## src/rtl/core/rbfcwg_pkg.sv

```systemverilog
// ----------------------------------------------------------------------------
// rbfcwg_pkg
// Shared types, codes and helpers of the RBF center/width gradient block.
// ----------------------------------------------------------------------------
package rbfcwg_pkg;

  // default number of input dimensions
  localparam int MAX_DIMS_DEF = 8;
  // dimension field is 3 bits, so at most this many entries are addressable
  localparam int DIM_SPAN     = 8;

  // request codes
  localparam logic [1:0] REQ_LOAD    = 2'd0;
  localparam logic [1:0] REQ_PATTERN = 2'd1;
  localparam logic [1:0] REQ_EMIT    = 2'd2;

  // configuration register indexes
  localparam logic [2:0] CFG_WEIGHT  = 3'd0;
  localparam logic [2:0] CFG_GAIN    = 3'd1;
  localparam logic [2:0] CFG_DIVISOR = 3'd2;
  localparam logic [2:0] CFG_OFFSET  = 3'd3;
  localparam logic [2:0] CFG_SLOPE   = 3'd4;
  localparam logic [2:0] CFG_DIMS    = 3'd5;

  // configuration reset values
  localparam logic [31:0] WEIGHT_RST  = 32'h0001_0000;
  localparam logic [30:0] DIVISOR_RST = 31'h0001_0000;
  localparam logic [3:0]  DIMS_RST    = 4'd8;

  // width gradient divides by one Q16.16 unit
  localparam logic [31:0] WIDTH_SCALE = 32'h0001_0000;

  // dividend width of the emit division and its last step
  localparam int          DVD_W    = 96;
  localparam logic [6:0]  DIV_LAST = 7'(DVD_W - 1);

  // shared multiplier operand selection
  typedef enum logic [3:0] {
    MUL_NONE       = 4'd0,
    MUL_DIFF_DX    = 4'd1,
    MUL_T_H        = 4'd2,
    MUL_GAIN_INP   = 4'd3,
    MUL_G_SLOPE    = 4'd4,
    MUL_DIFF_INNER = 4'd5,
    MUL_U_H        = 4'd6,
    MUL_MAG_LO     = 4'd7,
    MUL_MAG_HI     = 4'd8
  } mul_sel_t;

  // controller to datapath commands
  typedef struct packed {
    logic     do_load;      // store center coordinate, clear its accumulator (dim 0: width too)
    logic     pat_start;    // latch pattern operands
    logic     emit_start;   // reset emit walk
    mul_sel_t mul_sel;
    logic     acc_coord;    // add coordinate term
    logic     inner_latch;  // register inner width value
    logic     acc_width;    // add width term
    logic     em_load;      // latch magnitudes of current result
    logic     em_p0;        // keep low partial product
    logic     sum_init;     // form dividend, start division
    logic     div_step;     // one quotient bit
    logic     out_load;     // write output register
    logic     next_item;    // advance emit walk
  } cmd_t;

  // datapath to controller status
  typedef struct packed {
    logic dim_ok;     // incoming dimension is in range
    logic dim_zero;   // latched pattern is on dimension 0
    logic k_last;     // last coordinate result of the walk
    logic is_width;   // walk is on the width result
    logic div_last;   // division on its final step
    logic out_free;   // output register can take a result
  } sts_t;

  // clamp a signed 64-bit value to the signed 32-bit range
  function automatic logic [31:0] sat32(input logic signed [63:0] v);
    logic [31:0] r;
    if (v > 64'sd2147483647) begin
      r = 32'h7FFF_FFFF;
    end else if (v < -64'sd2147483648) begin
      r = 32'h8000_0000;
    end else begin
      r = v[31:0];
    end
    return r;
  endfunction

  // floor shift by 16 of a product, then clamp
  function automatic logic [31:0] sat_shr16(input logic signed [63:0] v);
    logic signed [63:0] s;
    s = v >>> 16;
    return sat32(s);
  endfunction

  // 64-bit add clamped at the signed range
  function automatic logic [63:0] sat_add64(input logic [63:0] a, input logic [63:0] b);
    logic [63:0] s;
    logic [63:0] r;
    s = a + b;
    if ((a[63] == b[63]) && (s[63] != a[63])) begin
      r = a[63] ? 64'h8000_0000_0000_0000 : 64'h7FFF_FFFF_FFFF_FFFF;
    end else begin
      r = s;
    end
    return r;
  endfunction

endpackage

```

## src/rtl/core/rbfcwg_ctrl.sv

```systemverilog
// ----------------------------------------------------------------------------
// rbfcwg_ctrl
// Sequencer: steps the shared multiplier, accumulators and emit divider.
// ----------------------------------------------------------------------------
module rbfcwg_ctrl (
  input  logic              clk,
  input  logic              rst,
  input  logic              in_valid,
  output logic              in_stall,
  input  logic [1:0]        req_type,
  input  rbfcwg_pkg::sts_t  sts,
  output rbfcwg_pkg::cmd_t  cmd
);

  typedef enum logic [15:0] {
    S_IDLE  = 16'h0001,
    S_P1    = 16'h0002,
    S_P2    = 16'h0004,
    S_P3    = 16'h0008,
    S_W1    = 16'h0010,
    S_W2    = 16'h0020,
    S_W3    = 16'h0040,
    S_W4    = 16'h0080,
    S_W5    = 16'h0100,
    S_W6    = 16'h0200,
    S_E_LD  = 16'h0400,
    S_E_M0  = 16'h0800,
    S_E_M1  = 16'h1000,
    S_E_SUM = 16'h2000,
    S_E_DIV = 16'h4000,
    S_E_PUT = 16'h8000
  } state_t;

  state_t state, state_next;
  logic   accept;

  assign in_stall = (state != S_IDLE);
  assign accept   = in_valid && (state == S_IDLE);

  // next state and commands
  always_comb begin
    state_next = state;
    cmd        = '0;
    cmd.mul_sel = rbfcwg_pkg::MUL_NONE;
    case (state)
      S_IDLE: begin
        if (accept) begin
          case (req_type)
            rbfcwg_pkg::REQ_LOAD: begin
              cmd.do_load = sts.dim_ok;
            end
            rbfcwg_pkg::REQ_PATTERN: begin
              cmd.pat_start = 1'b1;
              if (sts.dim_ok) state_next = S_P1;
            end
            rbfcwg_pkg::REQ_EMIT: begin
              cmd.emit_start = 1'b1;
              state_next     = S_E_LD;
            end
            default: ;
          endcase
        end
      end
      S_P1: begin
        cmd.mul_sel = rbfcwg_pkg::MUL_DIFF_DX;
        state_next  = S_P2;
      end
      S_P2: begin
        cmd.mul_sel = rbfcwg_pkg::MUL_T_H;
        state_next  = S_P3;
      end
      S_P3: begin
        cmd.acc_coord = 1'b1;
        state_next    = sts.dim_zero ? S_W1 : S_IDLE;
      end
      S_W1: begin
        cmd.mul_sel = rbfcwg_pkg::MUL_GAIN_INP;
        state_next  = S_W2;
      end
      S_W2: begin
        cmd.mul_sel = rbfcwg_pkg::MUL_G_SLOPE;
        state_next  = S_W3;
      end
      S_W3: begin
        cmd.inner_latch = 1'b1;
        state_next      = S_W4;
      end
      S_W4: begin
        cmd.mul_sel = rbfcwg_pkg::MUL_DIFF_INNER;
        state_next  = S_W5;
      end
      S_W5: begin
        cmd.mul_sel = rbfcwg_pkg::MUL_U_H;
        state_next  = S_W6;
      end
      S_W6: begin
        cmd.acc_width = 1'b1;
        state_next    = S_IDLE;
      end
      S_E_LD: begin
        cmd.em_load = 1'b1;
        state_next  = S_E_M0;
      end
      S_E_M0: begin
        cmd.mul_sel = rbfcwg_pkg::MUL_MAG_LO;
        state_next  = S_E_M1;
      end
      S_E_M1: begin
        cmd.em_p0   = 1'b1;
        cmd.mul_sel = rbfcwg_pkg::MUL_MAG_HI;
        state_next  = S_E_SUM;
      end
      S_E_SUM: begin
        // width result is a plain shift, no division needed
        cmd.sum_init = 1'b1;
        state_next   = sts.is_width ? S_E_PUT : S_E_DIV;
      end
      S_E_DIV: begin
        cmd.div_step = 1'b1;
        if (sts.div_last) state_next = S_E_PUT;
      end
      S_E_PUT: begin
        if (sts.out_free) begin
          cmd.out_load  = 1'b1;
          cmd.next_item = 1'b1;
          state_next    = sts.is_width ? S_IDLE : S_E_LD;
        end
      end
      default: state_next = S_IDLE;
    endcase
  end

  // state register
  always_ff @(posedge clk) begin
    if (rst) begin
      state <= S_IDLE;
    end else begin
      state <= state_next;
    end
  end

endmodule

```

## config.mk

```make
export PLATFORM = sky130hd
export DESIGN_NAME = rbfcwg_ctrl
export DESIGN_NICKNAME = d
export VERILOG_FILES = /design/src/rtl/core/rbfcwg_pkg.sv /design/src/rtl/core/rbfcwg_ctrl.sv
export SDC_FILE = /design/constraint.sdc
export NUM_CORES = 1
export LEC_CHECK = 0
export ABC_AREA = 1
export BUFFER_PORTS_ARGS = -buffer_cell sky130_fd_sc_hd__clkbuf_2
export CAP_MARGIN = 20
export CORE_ASPECT_RATIO = 1.5
export CORE_MARGIN = 2
export CORE_UTILIZATION = 45
export DETAILED_ROUTE_END_ITERATION = 8
export GPL_TIMING_DRIVEN = 0
export PLACE_DENSITY = 0.69
export SYNTH_ARGS = -nofsm -noshare
export SYNTH_HDL_FRONTEND = slang
export SYNTH_SLANG_ARGS = --single-unit
```

## constraint.sdc

```tcl
create_clock -name clk -period 2 [get_ports clk]
set_clock_uncertainty 0.1 [all_clocks]
set_input_delay 0.2 -clock clk [delete_from_list [all_inputs] [get_ports clk]]
set_output_delay 0.2 -clock clk [all_outputs]
set_load 0.02 [all_outputs]
```

==> reports/metrics.cfg <==
[synth]
synth_area_um2=1150
synth_warnings=0
yosysTopAreaCell=dfxtp_1
ys_seq_area_share_pct=27.9
synth_edf_count=0
synthCells=187
synth_top_area_share_pct=27.9
synth_area_leaders=dfxtp_1 (28%), nor2_1 (13%), inv_1 (11%)
synth_commonest_cells=nor2_1 (40), inv_1 (33), nand2_1 (31)
synth.distinct_cells=24
syn-num-nets=198
synthArstFlopShare_pct=0
ys_seq_elements=16
synth_flop_cell=dfxtp_1
synth.most_common_cell=nor2_1
syn_area_per_cell_um2=6.15

[die]
row_count=22
initial_utilization_pct=46.9
die_x_um=45.3
io_pins=28
core_area_um2=2450
dieArea_um2=2980
fp.dieH_um=65.9

[routing]
dr.pass1.iters=4
route.detailed.drc=0
wl_per_cell_um=11.6
num_vias=1254
vias_per_cell=5.02
drt-total-wl_um=2900
ant_nets=0
drt_iter0_drc=40

[sta]
fmax_mhz=508
post-route-worst-setup-slack_ns=0.0325
slew_headroom_pct=71.3
setup-violations-final=0
max_slew.worst_pin.slew_ns=0.431
min_period_over_period_pct=98.4
rsz0062_at_grt=true
fin_crit_ns=1.97
slew_viol_final=0
setup_tns_ns=0
timing_hold_violations_final=0
hold_ws_ns=0.0169

[critical_path]
cp_data_arrival_time_ns=1.67
cp-start-kind=flip-flop
critPathMaxFanout=8
cp_cell_sequence=nor2_4 -> nand2_4 -> nor2_8 -> nand3_4 -> nor2_4 -> nor2_1 -> nand3_1 -> buf_4
critPathLaunch=state[7]$_SDFFE_PP0P_
worstSetupEndpointType=output pin
slowest_delay_ns=0.35
cp_data_required_time_ns=1.70
r2r_start=state[7]$_SDFFE_PP0P_
crit_type=reg -> out
path_common_cell=nor2_4
cpMaxStageDelayCell=dfxtp_2

[cells_and_area]
nets=238
antennaDiodeCount=0
largest-register=state
top_regs=state (16)
drive_gt1_share_pct=32.3
largest_reg_flops=16
syn_to_final_growth_pct=31.0
fin_cells=250

[clock_network]
cts.sinks=16
clk_pin_slew_ns=0.10
cts_hold_buf=0
clockRootBuffer=clkbuf_4
clk_latency_ns=0.28
cts_buffer_depth=2
cts.htree.levels=1
cts_tree=done
cts_made_buffers=3

[power_and_ir_drop]
leakage_uw=0.000816
vdd_drop_max_uv=360
cellPowerDensity_nw_per_um2=646
finalPower_uw=973

[global_routing]
gr-total-overflow=0
antenna_found_initial=0
track_usage_pct=21.0
grt_pass1_wl_um=4790
grt_max_degree=11
grt_pass1_vias=1194

[placed_design]
numPlacedInstances=236
place_congestion=0.827
dp_hpwl_um=2160
port_buffers=25
place_ws_ns=0.122

[run_status]
outcome=completed

[flow_run]
cap_violations=0

[hold_path]
hold_path.class=in -> reg
hold_start=sts[4]

[worst max-delay path, delay by kind of cell, from the launching register on]
kind	cells	cell delay [ns]
DFF	1	0.35
buffers and inverters	1	0.14
and+or+nand+nor	7	0.89
[through the flow]
| step | util (%) | cell area, µm² |
|---|---|---|
| 3_3_place_gp | 53.3 | 1310 |
| 6_report | 61.5 | 1510 |
| 3_5_place_dp | 53.3 | 1310 |
| 4_1_cts | 57.3 | 1400 |
| 2_1_floorplan | - | 1150 |
| 5_1_grt | 61.5 | 1510 |
[power breakdown]
| group | switching, µW | leakage, µW | internal (µW) |
|---|---|---|---|
| combinational | 271 | 0.000663 | 135 |
| clock | 105 | 0.0000210 | 111 |
| sequential | 18.9 | 0.000132 | 334 |
[final timing paths]
check                     endpoint  slack (ns)  depth (start not counted)
min reg2reg  state[0]$_SDFFE_PP1P_        0.45                          2
min          state[4]$_SDFFE_PP0P_        0.02                          3
max                        cmd[11]        0.03                          8
max reg2reg  state[5]$_SDFFE_PP0P_        0.32                         10
[layout by cell type (no fill, tap or decap), types with 3 or more instances in the layout]
cell,instances
nor2_1,37
inv_1,33
nand2_1,31
clkbuf_2,21
nand3_1,18
buf_4,14
nor2_4,10
dfxtp_1,10
o21ai_0,7
dfxtp_2,6
nand4_1,5
nor2_2,4
nand2_4,3
nand2_2,3
nor3_1,3
nand3b_1,3
a21oi_1,3
clkbuf_4,3
[per-layer routing]
| metal | global-route usage (%) | routed length, µm | vias up |
|---|---|---|---|
| li1 | - | - | 663 |
| met1 | 22.5 | 1100 | 562 |
| met2 | 39.8 | 1680 | 23 |
| met3 | 2.46 | 71 | 6 |
| met4 | 6.99 | 51 | 0 |
| met5 | 0 | 0 | - |
[cell families after synthesis]
group	Yosys count	share of synthesized area (%)
AOI/OAI and AO/OA	12	5.55
buffers and inverters	37	13.1
DFF	16	27.9
and+or+nand+nor	122	53.5
[cell type report]
type | count | area [µm²]
fill | 238 | 943
multi-input combinational | 134 | 754
sequential | 16 | 328
timing repair buffer | 35 | 208
inverter | 34 | 128
clock buffer | 4 | 36.3
tap | 24 | 30.0
buffer | 3 | 22.5
[repair_timing]
| action | 4_1_cts | 5_1_grt |
|---|---|---|
| buffers inserted | 2 | 8 |
| setup endpoints to repair | 7 | 10 |
| gates resized for setup | 10 | 18 |
| gates cloned | 0 | 0 |
| pin swaps | 3 | 12 |
(Power assumes the default switching activity.)
